===== src/rtl/bsm_pkg.sv =====
// Shared codes, widths, reset values and the result record of the bank switch mapper.
package bsm_pkg;

    localparam int OP_W     = 3;
    localparam int ADDR_W   = 16;
    localparam int DATA_W   = 8;
    localparam int TGT_W    = 4;
    localparam int MADDR_W  = 21;
    localparam int MIRROR_W = 2;
    localparam int CFG_IDX_W  = 2;
    localparam int CFG_DATA_W = 21;
    localparam int WRAM_MASK_W = 13;
    localparam int PRESC_W  = 10;

    localparam int PRG_ADDR_BITS_DEF   = 21;
    localparam int CHR_ADDR_BITS_DEF   = 18;
    localparam int PRESCALE_PERIOD_DEF = 341;

    // bus event codes
    localparam logic [OP_W-1:0] OP_CPU_RD  = 3'd0;
    localparam logic [OP_W-1:0] OP_CPU_WR  = 3'd1;
    localparam logic [OP_W-1:0] OP_CPU_TICK = 3'd2;
    localparam logic [OP_W-1:0] OP_PPU_RD  = 3'd3;
    localparam logic [OP_W-1:0] OP_PPU_WR  = 3'd4;

    // access targets
    localparam logic [TGT_W-1:0] TGT_OPEN_BUS  = 4'd0;
    localparam logic [TGT_W-1:0] TGT_SYSRAM    = 4'd1;
    localparam logic [TGT_W-1:0] TGT_PPU_REGS  = 4'd2;
    localparam logic [TGT_W-1:0] TGT_APU_REGS  = 4'd3;
    localparam logic [TGT_W-1:0] TGT_WRAM      = 4'd4;
    localparam logic [TGT_W-1:0] TGT_PRG       = 4'd5;
    localparam logic [TGT_W-1:0] TGT_MAPPER    = 4'd6;
    localparam logic [TGT_W-1:0] TGT_CHR_ROM   = 4'd7;
    localparam logic [TGT_W-1:0] TGT_CHR_RAM   = 4'd8;
    localparam logic [TGT_W-1:0] TGT_NAMETABLE = 4'd9;
    localparam logic [TGT_W-1:0] TGT_NONE      = 4'd10;

    // configuration register indexes
    localparam logic [CFG_IDX_W-1:0] CFG_PRG_MASK     = 2'd0;
    localparam logic [CFG_IDX_W-1:0] CFG_CHR_MASK     = 2'd1;
    localparam logic [CFG_IDX_W-1:0] CFG_WRAM_PRESENT = 2'd2;
    localparam logic [CFG_IDX_W-1:0] CFG_WRAM_MASK    = 2'd3;

    // configuration reset values
    localparam logic [CFG_DATA_W-1:0]  PRG_MASK_RST  = 21'h1FE000;
    localparam logic [CFG_DATA_W-1:0]  CHR_MASK_RST  = 21'h03FC00;
    localparam logic [WRAM_MASK_W-1:0] WRAM_MASK_RST = 13'h1FFF;

    // mirroring modes
    localparam logic [MIRROR_W-1:0] MIR_VERTICAL   = 2'd0;
    localparam logic [MIRROR_W-1:0] MIR_HORIZONTAL = 2'd1;
    localparam logic [MIRROR_W-1:0] MIR_SINGLE0    = 2'd2;
    localparam logic [MIRROR_W-1:0] MIR_SINGLE1    = 2'd3;

    typedef logic [MADDR_W-1:0] t_maddr;

    typedef struct packed {
        logic [TGT_W-1:0]    target;
        logic [MADDR_W-1:0]  mapped_addr;
        logic [DATA_W-1:0]   write_data;
        logic                irq;
        logic [MIRROR_W-1:0] mirror_mode;
    } t_result;

endpackage


===== src/rtl/bank_switch_mapper_with_irq_core.sv =====
// Top level of the bank switch mapper: address translation, mapper registers and IRQ counter.
//
//  channel   direction  handshake                    payload
//  -------   ---------  ---------------------------  -------------------------------------
//  in        sink       i_in_valid / o_in_stall      i_op, i_addr, i_data
//  out       source     o_out_valid / i_out_stall    o_target, o_mapped_addr, o_write_data,
//                                                    o_irq, o_mirror_mode
//  cfg       sink       i_cfg_we                     i_cfg_idx, i_cfg_data
//
//  For every bus event, decode, bank lookup and the IRQ counter update form a
//  single combinational pass from the input ports into the output register.
//  One transfer per clock is taken as long as the output side keeps up; a two-entry output
//  (main register plus skid register) lets one more transfer in while a result is stalled.
//  o_in_stall rises only when both output entries are full.
//  Reset (i_rst_n low, synchronous) clears bank registers, IRQ state and the output queue,
//  and loads the configuration registers with their defaults.
module bank_switch_mapper_with_irq_core
    import bsm_pkg::*;
#(
    parameter int PRG_ADDR_BITS   = PRG_ADDR_BITS_DEF,
    parameter int CHR_ADDR_BITS   = CHR_ADDR_BITS_DEF,
    parameter int PRESCALE_PERIOD = PRESCALE_PERIOD_DEF
) (
    input  logic                  i_clk,
    input  logic                  i_rst_n,

    input  logic                  i_in_valid,
    output logic                  o_in_stall,
    input  logic [OP_W-1:0]       i_op,
    input  logic [ADDR_W-1:0]     i_addr,
    input  logic [DATA_W-1:0]     i_data,

    output logic                  o_out_valid,
    input  logic                  i_out_stall,
    output logic [TGT_W-1:0]      o_target,
    output logic [MADDR_W-1:0]    o_mapped_addr,
    output logic [DATA_W-1:0]     o_write_data,
    output logic                  o_irq,
    output logic [MIRROR_W-1:0]   o_mirror_mode,

    input  logic                  i_cfg_we,
    input  logic [CFG_IDX_W-1:0]  i_cfg_idx,
    input  logic [CFG_DATA_W-1:0] i_cfg_data
);

    localparam logic [PRESC_W-1:0] PRESCALE_INIT = PRESC_W'(PRESCALE_PERIOD);
    localparam logic [PRESC_W-1:0] PRESCALE_STEP = 10'd3;

    // CPU address regions on A15-A13
    localparam logic [2:0] REG_SYSRAM = 3'd0;
    localparam logic [2:0] REG_PPU    = 3'd1;
    localparam logic [2:0] REG_APU    = 3'd2;
    localparam logic [2:0] REG_WRAM   = 3'd3;

    // PRG windows on A14-A13 inside 0x8000-0xFFFF
    localparam logic [1:0] WIN_PRG0  = 2'd0;
    localparam logic [1:0] WIN_PRG1  = 2'd1;
    localparam logic [1:0] WIN_PRG2  = 2'd2;
    localparam logic [1:0] WIN_FIXED = 2'd3;

    // mapper register groups on A15-A12
    localparam logic [3:0] GRP_PRG01 = 4'h8;
    localparam logic [3:0] GRP_PRG2  = 4'h9;
    localparam logic [3:0] GRP_CHR01 = 4'hA;
    localparam logic [3:0] GRP_CHR23 = 4'hB;
    localparam logic [3:0] GRP_CHR45 = 4'hC;
    localparam logic [3:0] GRP_CHR67 = 4'hD;
    localparam logic [3:0] GRP_IRQLD = 4'hE;

    // configuration registers
    logic [PRG_ADDR_BITS-1:0] r_prg_mask;
    logic [CHR_ADDR_BITS-1:0] r_chr_mask;
    logic                     r_wram_present;
    logic [WRAM_MASK_W-1:0]   r_wram_mask;

    // mapper state and its next value
    logic [7:0]          r_prg_bank [3];
    logic [7:0]          n_prg_bank [3];
    logic [7:0]          r_chr_bank [8];
    logic [7:0]          n_chr_bank [8];
    logic [MIRROR_W-1:0] r_mirroring, n_mirroring;
    logic [7:0]          r_irq_reload, n_irq_reload;
    logic [7:0]          r_irq_count, n_irq_count;
    logic [PRESC_W-1:0]  r_prescaler, n_prescaler;
    logic                r_irq_pending, n_irq_pending;
    logic                r_irq_on, n_irq_on;
    logic                r_irq_on_after_ack, n_irq_on_after_ack;
    logic                r_irq_cycle_mode, n_irq_cycle_mode;

    // output queue
    t_result r_out, r_skid;
    logic    r_out_valid, r_skid_valid;
    t_result res;

    logic in_fire;
    logic out_take;

    // decode helpers
    logic [3:0]               grp;
    logic                     second;
    logic [13:0]              pa;
    logic [7:0]               prg_sel;
    logic [PRG_ADDR_BITS-1:0] prg_off;
    logic [7:0]               chr_sel;
    logic [CHR_ADDR_BITS-1:0] chr_off;
    logic                     count_clk;

    assign in_fire    = i_in_valid && !r_skid_valid;
    assign out_take   = r_out_valid && !i_out_stall;
    assign o_in_stall = r_skid_valid;

    assign grp    = i_addr[15:12];
    assign second = |i_addr[4:3];
    assign pa     = i_addr[13:0];

    // bank selection for the CPU PRG windows; the top window is fixed to the last bank
    always_comb begin
        case (i_addr[14:13])
            WIN_PRG0: prg_sel = r_prg_bank[0];
            WIN_PRG1: prg_sel = r_prg_bank[1];
            default:  prg_sel = r_prg_bank[2];
        endcase
        prg_off = (PRG_ADDR_BITS'({prg_sel, 13'b0}) & r_prg_mask)
                | PRG_ADDR_BITS'(i_addr[12:0]);
        chr_sel = r_chr_bank[pa[12:10]];
        chr_off = (CHR_ADDR_BITS'({chr_sel, 10'b0}) & r_chr_mask)
                | CHR_ADDR_BITS'(pa[9:0]);
    end

    // one pass per event: state update and result
    always_comb begin
        n_prg_bank         = r_prg_bank;
        n_chr_bank         = r_chr_bank;
        n_mirroring        = r_mirroring;
        n_irq_reload       = r_irq_reload;
        n_irq_count        = r_irq_count;
        n_prescaler        = r_prescaler;
        n_irq_pending      = r_irq_pending;
        n_irq_on           = r_irq_on;
        n_irq_on_after_ack = r_irq_on_after_ack;
        n_irq_cycle_mode   = r_irq_cycle_mode;
        count_clk          = 1'b0;

        res.target      = TGT_NONE;
        res.mapped_addr = '0;
        res.write_data  = '0;

        case (i_op)
            OP_CPU_RD, OP_CPU_WR: begin
                if (i_op == OP_CPU_WR) begin
                    res.write_data = i_data;
                end
                case (i_addr[15:13])
                    REG_SYSRAM: begin
                        res.target      = TGT_SYSRAM;
                        res.mapped_addr = t_maddr'(i_addr[10:0]);
                    end
                    REG_PPU: begin
                        res.target      = TGT_PPU_REGS;
                        res.mapped_addr = t_maddr'(i_addr[2:0]);
                    end
                    REG_APU: begin
                        res.target      = TGT_APU_REGS;
                        res.mapped_addr = t_maddr'(i_addr[12:0]);
                    end
                    REG_WRAM: begin
                        if (r_wram_present) begin
                            res.target      = TGT_WRAM;
                            res.mapped_addr = t_maddr'(i_addr[12:0] & r_wram_mask);
                        end else begin
                            // no work RAM: reads float, writes go nowhere
                            res.target = (i_op == OP_CPU_RD) ? TGT_OPEN_BUS : TGT_NONE;
                        end
                    end
                    default: begin
                        if (i_op == OP_CPU_WR) begin
                            res.target      = TGT_MAPPER;
                            res.mapped_addr = t_maddr'(i_addr);
                            case (grp)
                                GRP_PRG01: n_prg_bank[{1'b0, second}] = i_data;
                                GRP_PRG2: begin
                                    // second half of this group is the audio port: drop
                                    if (!second) begin
                                        n_prg_bank[2] = i_data;
                                    end
                                end
                                GRP_CHR01: n_chr_bank[{2'b00, second}] = i_data;
                                GRP_CHR23: n_chr_bank[{2'b01, second}] = i_data;
                                GRP_CHR45: n_chr_bank[{2'b10, second}] = i_data;
                                GRP_CHR67: n_chr_bank[{2'b11, second}] = i_data;
                                GRP_IRQLD: begin
                                    if (second) begin
                                        n_irq_reload = i_data;
                                    end else begin
                                        n_mirroring = i_data[1:0];
                                    end
                                end
                                default: begin
                                    if (second) begin
                                        // acknowledge
                                        n_irq_pending = 1'b0;
                                        n_irq_on      = r_irq_on_after_ack;
                                    end else begin
                                        n_irq_on_after_ack = i_data[0];
                                        n_irq_on           = i_data[1];
                                        n_irq_cycle_mode   = i_data[2];
                                        if (i_data[1]) begin
                                            n_irq_count = r_irq_reload;
                                            n_prescaler = PRESCALE_INIT;
                                        end
                                        n_irq_pending = 1'b0;
                                    end
                                end
                            endcase
                        end else begin
                            res.target = TGT_PRG;
                            if (i_addr[14:13] == WIN_FIXED) begin
                                res.mapped_addr = t_maddr'(PRG_ADDR_BITS'(i_addr[12:0])
                                                           | r_prg_mask);
                            end else begin
                                res.mapped_addr = t_maddr'(prg_off);
                            end
                        end
                    end
                endcase
            end
            OP_CPU_TICK: begin
                if (r_irq_on) begin
                    if (r_irq_cycle_mode) begin
                        count_clk = 1'b1;
                    end else if (r_prescaler <= PRESCALE_STEP) begin
                        n_prescaler = r_prescaler + PRESCALE_INIT - PRESCALE_STEP;
                        count_clk   = 1'b1;
                    end else begin
                        n_prescaler = r_prescaler - PRESCALE_STEP;
                    end
                end
                if (count_clk) begin
                    if (r_irq_count == 8'hFF) begin
                        n_irq_pending = 1'b1;
                        n_irq_count   = r_irq_reload;
                    end else begin
                        n_irq_count = r_irq_count + 8'd1;
                    end
                end
            end
            OP_PPU_RD, OP_PPU_WR: begin
                if (i_op == OP_PPU_WR) begin
                    res.write_data = i_data;
                end
                if (!pa[13]) begin
                    if (i_op == OP_PPU_WR) begin
                        // pattern writes bypass banking
                        res.target      = TGT_CHR_RAM;
                        res.mapped_addr = t_maddr'(pa[12:0]);
                    end else begin
                        res.target      = TGT_CHR_ROM;
                        res.mapped_addr = t_maddr'(chr_off);
                    end
                end else begin
                    // nametable and palette area, folded into 2K of CIRAM
                    res.target = TGT_NAMETABLE;
                    case (r_mirroring)
                        MIR_VERTICAL:   res.mapped_addr = t_maddr'(pa[10:0]);
                        MIR_HORIZONTAL: res.mapped_addr = t_maddr'({pa[11], pa[9:0]});
                        MIR_SINGLE0:    res.mapped_addr = t_maddr'({1'b0, pa[9:0]});
                        default:        res.mapped_addr = t_maddr'({1'b1, pa[9:0]});
                    endcase
                end
            end
            default: begin
                res.target = TGT_NONE;
            end
        endcase

        // IRQ line and mirroring as they stand after this event
        res.irq         = n_irq_pending;
        res.mirror_mode = n_mirroring;
    end

    // configuration writes
    always_ff @(posedge i_clk) begin
        if (!i_rst_n) begin
            r_prg_mask     <= PRG_MASK_RST[PRG_ADDR_BITS-1:0];
            r_chr_mask     <= CHR_MASK_RST[CHR_ADDR_BITS-1:0];
            r_wram_present <= 1'b1;
            r_wram_mask    <= WRAM_MASK_RST;
        end else if (i_cfg_we) begin
            case (i_cfg_idx)
                CFG_PRG_MASK:     r_prg_mask     <= i_cfg_data[PRG_ADDR_BITS-1:0];
                CFG_CHR_MASK:     r_chr_mask     <= i_cfg_data[CHR_ADDR_BITS-1:0];
                CFG_WRAM_PRESENT: r_wram_present <= i_cfg_data[0];
                CFG_WRAM_MASK:    r_wram_mask    <= i_cfg_data[WRAM_MASK_W-1:0];
                default:          r_wram_mask    <= r_wram_mask;
            endcase
        end
    end

    // advance mapper state on each accepted transfer
    always_ff @(posedge i_clk) begin
        if (!i_rst_n) begin
            r_prg_bank         <= '{default: '0};
            r_chr_bank         <= '{default: '0};
            r_mirroring        <= MIR_VERTICAL;
            r_irq_reload       <= '0;
            r_irq_count        <= '0;
            r_prescaler        <= PRESCALE_INIT;
            r_irq_pending      <= 1'b0;
            r_irq_on           <= 1'b0;
            r_irq_on_after_ack <= 1'b0;
            r_irq_cycle_mode   <= 1'b0;
        end else if (in_fire) begin
            r_prg_bank         <= n_prg_bank;
            r_chr_bank         <= n_chr_bank;
            r_mirroring        <= n_mirroring;
            r_irq_reload       <= n_irq_reload;
            r_irq_count        <= n_irq_count;
            r_prescaler        <= n_prescaler;
            r_irq_pending      <= n_irq_pending;
            r_irq_on           <= n_irq_on;
            r_irq_on_after_ack <= n_irq_on_after_ack;
            r_irq_cycle_mode   <= n_irq_cycle_mode;
        end
    end

    // output register with skid: hold while stalled, park one extra result in the skid
    always_ff @(posedge i_clk) begin
        if (!i_rst_n) begin
            r_out_valid  <= 1'b0;
            r_skid_valid <= 1'b0;
        end else if (!r_out_valid || out_take) begin
            r_out_valid  <= r_skid_valid || in_fire;
            r_skid_valid <= 1'b0;
        end else if (in_fire) begin
            r_skid_valid <= 1'b1;
        end
    end

    always_ff @(posedge i_clk) begin
        if (!r_out_valid || out_take) begin
            r_out <= r_skid_valid ? r_skid : res;
        end else if (in_fire) begin
            r_skid <= res;
        end
    end

    assign o_out_valid   = r_out_valid;
    assign o_target      = r_out.target;
    assign o_mapped_addr = r_out.mapped_addr;
    assign o_write_data  = r_out.write_data;
    assign o_irq         = r_out.irq;
    assign o_mirror_mode = r_out.mirror_mode;

endmodule


===== config.mk =====
export PLATFORM = sky130hd
export DESIGN_NAME = bank_switch_mapper_with_irq_core
export DESIGN_NICKNAME = d
export VERILOG_FILES = /design/src/rtl/bsm_pkg.sv /design/src/rtl/bank_switch_mapper_with_irq_core.sv
export SDC_FILE = /design/constraint.sdc
export NUM_CORES = 1
export LEC_CHECK = 0
export ABC_AREA = 1
export BUFFER_PORTS_ARGS = -buffer_cell sky130_fd_sc_hd__buf_4
export CAP_MARGIN = 0
export CELL_PAD_IN_SITES_DETAIL_PLACEMENT = 0
export CELL_PAD_IN_SITES_GLOBAL_PLACEMENT = 1
export CORE_MARGIN = 1.5
export CORE_UTILIZATION = 47
export CTS_CLUSTER_DIAMETER = 120
export CTS_CLUSTER_SIZE = 10
export DETAILED_ROUTE_END_ITERATION = 10
export HOLD_SLACK_MARGIN = 0.08
export PLACE_DENSITY_LB_ADDON = 0.3
export SLEW_MARGIN = 20
export SYNTH_ARGS = -nofsm -noshare
export SYNTH_HDL_FRONTEND = slang
export SYNTH_SLANG_ARGS = --single-unit

===== constraint.sdc =====
create_clock -name i_clk -period 10.3 [get_ports i_clk]
set_clock_uncertainty 0.2 [all_clocks]
set_input_delay 0.515 -clock i_clk [delete_from_list [all_inputs] [get_ports i_clk]]
set_output_delay 0.515 -clock i_clk [all_outputs]
set_load 0.005 [all_outputs]

==> flow_summary.toml, run 1 <==
[clock_tree]
insertion_delay_ns = 0.55
tritoncts_clock_tree = "built"
cts.repair.resized = 0
cts-htree-levels = 1
clk_pin_slew_ns = 0.06
cts-root-buf = "sky130_fd_sc_hd__clkbuf_16"
number_of_cts_inserted_buffers = 27
number_of_sinks_handled_by_clock_tree_synthesis = 237
clock_tree_buffer_depth = 3

[timing]
layout_min_cycle_time_ns = 2.98
maxClockFrequency_mhz = 336
finalHoldViolations = 0
timing.setup.tns_ns = 0
grt_setup_unrepaired = "no"
finalSetupViolCount = 0
rel_slew_slack = 0.252
post-route-period-util = 0.289
final_critical_path_setup_slack_ns = 7.32
timing.final.max_slew_violations = 0
tightestPinTransition_ns = 1.12

[power]
vdd_ir_drop_max_mv = 0.116
leakage_power_total_nw = 5.85
power_density_mw_per_mm2 = 157

[logic_synthesis]
synthDominantCellAreaShare = 0.292
synth-async-reset-ratio = 0
yosys.area_share.xor_xnor = 0.00464
syn_nets = 1650
synth_edf_count = 72
post_synth.cell_area_avg_um2 = 7.12
netlist-cell-type-count = 33
synth_most_common_cell = "sky130_fd_sc_hd__nand2_1"
ys_seq_area_frac = 0.483
synth_commonest_cells = "sky130_fd_sc_hd__nand2_1 (516), sky130_fd_sc_hd__nor2_1 (199), sky130_fd_sc_hd__dfxtp_1 (165), sky130_fd_sc_hd__o21ai_0 (146), sky130_fd_sc_hd__inv_1 (119)"
post_synth_mux_area_share = 0
post_synth_instance_area_mm2 = 0.0113
ys_seq_elements = 237
synth_fa_ha_area_frac = 0.00442
yosys_most_used_dff = "sky130_fd_sc_hd__dfxtp_1"
netlist_instances = 1591
synthesized_area_fraction_occupied_by_ao_oa_aoi_and_oai_cells = 0.125
yosys.area.top_type = "sky130_fd_sc_hd__dfxtp_1"
synth_simple_gate_area_share = 0.311
yosysWarnings = 0
synthTopCellsByArea = "sky130_fd_sc_hd__dfxtp_1 (29%), sky130_fd_sc_hd__edfxtp_1 (19%), sky130_fd_sc_hd__nand2_1 (17%), sky130_fd_sc_hd__nor2_1 (6.6%), sky130_fd_sc_hd__o21ai_0 (6.5%)"
largest_family_of_logic_cells_by_synthesized_area = "simple AND/OR/NAND/NOR gates"

[die]
floorplan.io_pins = 93
core_mm2 = 0.0235
design.die.area_mm2 = 0.0250
fp.dieH_um = 158
number_of_rows_created_at_floorplan = 56
initial_core_util = 0.481
die_w_um = 158

[global_routing]
via_count_of_the_first_global_routing_pass = 9599
grt_antenna_before_repair = 0
grt.overflow.total = 0
grt_start_max_net_pins = 70
global_route.usage.total = 0.268
grt_pass1_wl_um = 52200

[drt]
routed_length_per_instance_um = 16.8
detail_route.wirelength_um = 33500
detailed_route_via_count = 10580
drt.antenna.violating_nets = 0
detail_route.vias_per_cell = 5.30
drtPass1Iterations = 5
drcViolationCount = 0
drt_iter0_markers = 891

[layout]
synthToLayoutAreaGrowth_pct = 16.3
seq_area_mm2 = 0.00547
fill_cells = 2291
design.final.nets = 1724
num_antenna_cells = 0
fraction_of_final_layout_cells_sized_beyond_drive_strength_1 = 0.0973
area_taken_by_multi_input_logic_gates_mm2 = 0.00507

[worst_hold_path]
min_path_type = "in -> reg"
hold_path.startpoint = "i_in_valid"

[worst_setup_path]
critPathLaunch = "i_addr[3]"
worstPathMaxFanout = 50
setup.worst_path.class = "in -> reg"
arrival_ns = 3.21
worst_r2r_startpoint = "o_in_stall$_SDFFE_PP0P_"
r2r_setup_slack_ns = 7.67
endpoint_class_of_the_critical_path = "register"
critical_path_required_ns = 10.53
critical_path.startpoint_type = "input port"

[placed_design]
routability_cong = 0.892
detailedPlacementHpwl_um = 22400
port_buffers = 92
post-place-ws_ns = 6.81

[status]
run_status = "completed"

[run]
timing.max_cap.violations = 0
power by group:
| group | leakage (nW) | internal [mW] | switching [mW] |
|---|---|---|---|
| Combinational | 3.41 | 0.0708 | 0.133 |
| Sequential | 2.08 | 0.995 | 0.0138 |
| Clock | 0.359 | 0.479 | 0.371 |
| Total | 5.85 | 1.54 | 0.517 |
critical path: stages:
cell                       delay (ns)
sky130_fd_sc_hd__buf_4           0.12
sky130_fd_sc_hd__nor2_4          0.10
sky130_fd_sc_hd__buf_4           0.47
sky130_fd_sc_hd__clkinv_1        0.97
sky130_fd_sc_hd__nand3_2         0.53
sky130_fd_sc_hd__inv_1           0.20
sky130_fd_sc_hd__o21ai_0         0.21
sky130_fd_sc_hd__nor2_1          0.05
area by class of cell:
cell class,instances,share of cell area
Clock buffer,38,0.0544
Clock inverter,2,0.00190
Inverter,131,0.0374
Multi-Input combinational cell,1143,0.385
Sequential cell,237,0.415
Tap cell,319,0.0303
Timing Repair Buffer,125,0.0762
cell usage in the layout (no fill, tap or decap), drive strengths merged:
cell,count
nand3b,7
clkinv,5
clkbuf,38
buf,99
xnor2,1
inv,128
nor3,9
dfxtp,165
xor2,5
nand4,11
o21ai,151
ha,4
o221ai,4
edfxtp,72
nand3,107
a31oi,13
nor2,208
dlygate4sd3,26
nand2,521
o211ai,11
o31ai,1
a21oi,88
a211oi,2
final timing paths:
kind	end	cells past startpoint
worst min register to register	r_prescaler[9]$_SDFFE_PN0P_	2
worst min-delay path	o_in_stall$_SDFFE_PP0P_	3
worst max register to register	r_irq_count[4]$_SDFFE_PN0P_	6
worst max-delay path	r_chr_bank[50]$_SDFFE_PN0P_	8
flip-flops by register name, indices dropped and copies added, names as in the netlist:
name / count
o_write_data: 8
r_irq_pending: 1
r_prescaler: 10
r_irq_cycle_mode: 1
o_target: 4
o_in_stall: 1
o_mapped_addr: 21
r_wram_present: 1
r_irq_on_after_ack: 1
o_irq: 1
o_out_valid: 1
r_chr_bank: 64
r_irq_reload: 8
r_prg_mask: 21
r_mirroring: 2
r_irq_count: 8
r_prg_bank: 24
r_wram_mask: 13
r_chr_mask: 8
r_skid: 36
r_irq_on: 1
o_mirror_mode: 2
cells by family (layout without fill, tap and decap cells):
family,after synthesis,count (layout)
compound gates,270,270
xor+xnor,6,6
fa+ha+maj,4,4
buf+inv,211,296
flops,237,237
simple gates,863,863
stage by stage:
step / std cells / utilization / hold WS, ns / power (mW) / area, um2
6_report: 1995 / 0.559 / 0.103 / 2.06 / 13200
5_1_grt: 1995 / 0.559 / 0.117 / 2.14 / 13200
4_1_cts: 1995 / 0.559 / 0.0945 / 2.07 / 13200
3_5_place_dp: 1929 / 0.517 / 0.242 / 1.22 / 12200
3_3_place_gp: 1929 / 0.517 / 0.236 / 1.22 / 12200
2_1_floorplan: 1591 / - / 0.224 / 1.13 / 11300
metal layers:
metal | up-vias | track usage | wire (um)
met4 | 2 | 0.0814 | 947
met3 | 59 | 0.0372 | 2180
met5 | - | 0.0290 | 92
met1 | 4926 | 0.381 | 15200
met2 | 313 | 0.418 | 15000
li1 | 5280 | - | -
timing repair:
action / CTS / global route
endpoints found under the hold margin: 44 / 0
buffers inserted: 0 / 0
hold buffers: 26 / 0
(Power assumes the default switching activity.)
==> inputs of run 2 (changes only) <==
--- a/config.mk
+++ b/config.mk
@@ -5,7 +5,7 @@
 export SDC_FILE = /design/constraint.sdc
 export NUM_CORES = 1
 export LEC_CHECK = 0
-export ABC_AREA = 1
+export ABC_AREA = 0
 export BUFFER_PORTS_ARGS = -buffer_cell sky130_fd_sc_hd__buf_4
 export CAP_MARGIN = 0
 export CELL_PAD_IN_SITES_DETAIL_PLACEMENT = 0
==> constraint.sdc (replaced) <==
create_clock -name i_clk -period 2.77 [get_ports i_clk]
set_clock_uncertainty 0.2 [all_clocks]
set_input_delay 0.1385 -clock i_clk [delete_from_list [all_inputs] [get_ports i_clk]]
set_output_delay 0.1385 -clock i_clk [all_outputs]
set_load 0.005 [all_outputs]
==> run 2 against run 1 <==
  * Core utilization is 3.8 points higher
  * Die area is 7.3% lower
  * Hold slack worse by 0.0045 ns
  * Area after synthesis is 7.4% lower
  * Sequential power grew to 3.7 times the previous value
  * Critical endpoint is now r_prg_mask[17]$_SDFFE_PN1P_
  * Largest power group unchanged
==> flow_summary.toml, run 2 <==
[worst_setup_path]
timing.critical_path.depth = 8
critical_path_required_ns = 3.05
highest_cell_delay_on_the_worst_timing_path_ns = 0.57
endpoint_class_of_the_critical_path = "register"
worstPathMaxFanout = 15
critical_path_cell_sequence = "dlygate4sd3_1, buf_4, nor3b_4, buf_4, nand2_1, dlygate4sd3_1, nand3_1, dlygate4sd3_1"
critical_path.startpoint_type = "input port"
crit_top_cell = "sky130_fd_sc_hd__dlygate4sd3_1"
setup.worst_path.class = "in -> reg"
cp.buffers_inverters = 5
worst_r2r_path_depth = 6
arrival_ns = 2.84
timing.critical_path.max_delay_family = "buffers and inverters"
worst_path_max_delay_cell = "sky130_fd_sc_hd__dlygate4sd3_1"

[timing]
tightestPinTransition_ns = 0.824
post-route-period-util = 0.925
finalSetupViolCount = 0
layout_min_cycle_time_ns = 2.56
timing.setup.tns_ns = 0
maxClockFrequency_mhz = 390
rel_slew_slack = 0.451
grt_setup_unrepaired = "no"
final_critical_path_setup_slack_ns = 0.208
finalHoldViolations = 0
timing.final.max_slew_violations = 0

[drt]
routed_length_per_instance_um = 19.6
met2_length_um = 13900
drcViolationCount = 0
dr_wl_met3_um = 1850
drt_iter0_markers = 764
met1_length_um = 13100
detail_route.vias_per_cell = 5.75
drt.antenna.violating_nets = 0
detail_route.wirelength_um = 29400
drtPass1Iterations = 5
top_layer = "met4"
detailed_route_via_count = 8635

[logic_synthesis]
synthTopCellsByArea = "sky130_fd_sc_hd__dfxtp_1 (32%), sky130_fd_sc_hd__edfxtp_1 (21%), sky130_fd_sc_hd__nand2_1 (6.1%), sky130_fd_sc_hd__mux2i_1 (5.2%), sky130_fd_sc_hd__mux2_2 (4.8%)"
ys_seq_area_frac = 0.521
yosysWarnings = 0
syn_nets = 1108
post_synth.cell_area_avg_um2 = 9.99
synth-async-reset-ratio = 0
netlist_instances = 1049
synth_commonest_cells = "sky130_fd_sc_hd__nand2_1 (171), sky130_fd_sc_hd__dfxtp_1 (165), sky130_fd_sc_hd__nor2_1 (83), sky130_fd_sc_hd__a21oi_1 (73), sky130_fd_sc_hd__edfxtp_1 (72)"
synth_most_common_cell = "sky130_fd_sc_hd__nand2_1"
synth_edf_count = 72
yosys_most_used_dff = "sky130_fd_sc_hd__dfxtp_1"
netlist-cell-type-count = 72
yosys.area.top_type = "sky130_fd_sc_hd__dfxtp_1"
ys_seq_elements = 237
post_synth_instance_area_mm2 = 0.0105
synthDominantCellAreaShare = 0.315

[worst_hold_path]
holdPathStages = 3
min_path_type = "in -> reg"

[layout]
design.final.nets = 1266
largest-register = "r_chr_bank"
fill_cells = 1846
reg_top3 = "r_chr_bank: 64 flops, r_skid: 36 flops, r_prg_bank: 24 flops"
layout.cells.most_common = "sky130_fd_sc_hd__nand2_1"
largest_register_ffs = 64
fin_cells = 1501
mostFrequentLayoutCells = "sky130_fd_sc_hd__nand2_1 (170), sky130_fd_sc_hd__dfxtp_1 (164), sky130_fd_sc_hd__buf_4 (121)"
synthToLayoutAreaGrowth_pct = 24.4
layout.cell_area.non_filler_mm2 = 0.0130
fraction_of_final_layout_cells_sized_beyond_drive_strength_1 = 0.191

[power]
p_clk_frac = 0.417
power_density_mw_per_mm2 = 581
power.sequential.fraction = 0.492
vdd_ir_drop_max_mv = 0.394
leakage_power_total_nw = 5.07
netSwitchingFraction = 0.236
share_comb_of_total_power = 0.091
internal_power_mw = 5.79
switching_power_mw = 1.78
finalPower_mw = 7.57

[placed_design]
port_buffers = 92
routability_cong = 0.795
place.detailed.instances = 1379
post-place-ws_ns = 0.462
detailed_place.area_mm2 = 0.0115
detailedPlacementHpwl_um = 18600

[clock_tree]
insertion_delay_ns = 0.54
tritoncts_clock_tree = "built"
number_of_cts_inserted_buffers = 27
cts-root-buf = "sky130_fd_sc_hd__clkbuf_16"
cts-htree-levels = 1
cts_post_setup_buffers_inserted = 0
clk_pin_slew_ns = 0.06
number_of_sinks_handled_by_clock_tree_synthesis = 237
clock_tree_buffer_depth = 3

[die]
number_of_rows_created_at_floorplan = 54
fp.dieH_um = 152
core_mm2 = 0.0218
initial_core_util = 0.480
design.die.area_mm2 = 0.0232
floorplan.io_pins = 93
die_w_um = 152

[global_routing]
global_route.usage.total = 0.251
grt_pass1_wl_um = 46700
grt.overflow.total = 0
via_count_of_the_first_global_routing_pass = 8314
grt_start_max_net_pins = 72
grt_antenna_before_repair = 1

[run]
timing.max_cap.violations = 0

[status]
run_status = "completed"
==> run 2: cell count changes after synthesis, moves of 15 or more <==
cell | before | now
sky130_fd_sc_hd__a22o_1 | 0 | 22
sky130_fd_sc_hd__inv_1 | 119 | 7
sky130_fd_sc_hd__nand2_1 | 516 | 171
sky130_fd_sc_hd__mux2_2 | 0 | 45
sky130_fd_sc_hd__mux2i_1 | 0 | 54
sky130_fd_sc_hd__mux4_2 | 0 | 16
sky130_fd_sc_hd__nor2_1 | 199 | 83
sky130_fd_sc_hd__a21oi_1 | 88 | 73
sky130_fd_sc_hd__o21ai_0 | 146 | 65
sky130_fd_sc_hd__nand3_1 | 105 | 49
==> run 2: area by class of cell <==
| class | instances | area, um2 | share of cell area |
|---|---|---|---|
| antenna | 1 | 2.50 | 0.000192 |
| clock buffer | 40 | 724 | 0.0556 |
| clock inverter | 2 | 25.0 | 0.00192 |
| inverter | 7 | 26.3 | 0.00201 |
| multi-input combinational | 732 | 4710 | 0.361 |
| sequential | 237 | 5470 | 0.419 |
| tap | 280 | 350 | 0.0269 |
| timing repair buffer | 202 | 1740 | 0.133 |
==> run 2: timing repair <==
| action | in CTS | in global routing |
|---|---|---|
| setup endpoints to repair | 0 | 2 |
| endpoints found under the hold margin | 246 | 0 |
| resized for setup | 0 | 1 |
| hold buffers | 79 | 0 |
==> run 2: per-stage QoR <==
step / hold slack, ns / util
floorplan: 0.0625 / -
global placement: 0.158 / 0.527
detailed placement: 0.154 / 0.527
CTS: 0.0900 / 0.597
global route: 0.131 / 0.598
finish: 0.0985 / 0.598
==> run 2: power groups by stage <==
stage,logic (mW),registers (mW),clock network [mW]
floorplan,0.318,3.79,0
global placement,0.596,3.79,0
detailed placement,0.600,3.80,0
CTS,0.689,3.72,3.21
global route,0.746,3.73,3.33
finish,0.691,3.73,3.16
==> run 2: logic make-up (layout without fill, tap and decap cells) <==
family	after synthesis	after routing	share of synthesized area
flip-flops	237	237	0.521
adder cells (fa/ha/maj)	4	4	0.00477
other	0	1	0
AO/OA/AOI/OAI	224	224	0.133
XOR/XNOR	2	2	0.00167
buffers and inverters	80	251	0.0316
multiplexers	115	115	0.134
AND/OR/NAND/NOR	387	387	0.174
==> run 2: routing by layer <==
| metal | global-route usage | vias to the layer above |
|---|---|---|
| met4 | 0.0647 | 0 |
| met2 | 0.407 | 293 |
| met3 | 0.0307 | 46 |
| met5 | 0 | - |
| li1 | - | 4113 |
| met1 | 0.356 | 4183 |
==> run 2: final timing paths <==
kind,startpoint,end,slack [ns]
max,i_cfg_idx[0],r_prg_mask[17]$_SDFFE_PN1P_,0.21
min,i_addr[10],r_skid[21]$_DFFE_PP_,0.1
max reg2reg,r_irq_count[0]$_SDFFE_PN0P_,o_irq$_DFFE_PP_,0.53
min reg2reg,r_prg_mask[1]$_SDFFE_PN0P_,r_prg_mask[1]$_SDFFE_PN0P_,0.26
==> run 2: worst register-to-register path, cell delays in order (launching register included) <==
cell and delay [ns]:
sky130_fd_sc_hd__dfxtp_1 0.40, sky130_fd_sc_hd__ha_1 0.23, sky130_fd_sc_hd__nand3_1 0.22, sky130_fd_sc_hd__nor2_1 0.21, sky130_fd_sc_hd__nor3b_1 0.37, sky130_fd_sc_hd__o22a_1 0.30
sky130_fd_sc_hd__mux2_2 0.19
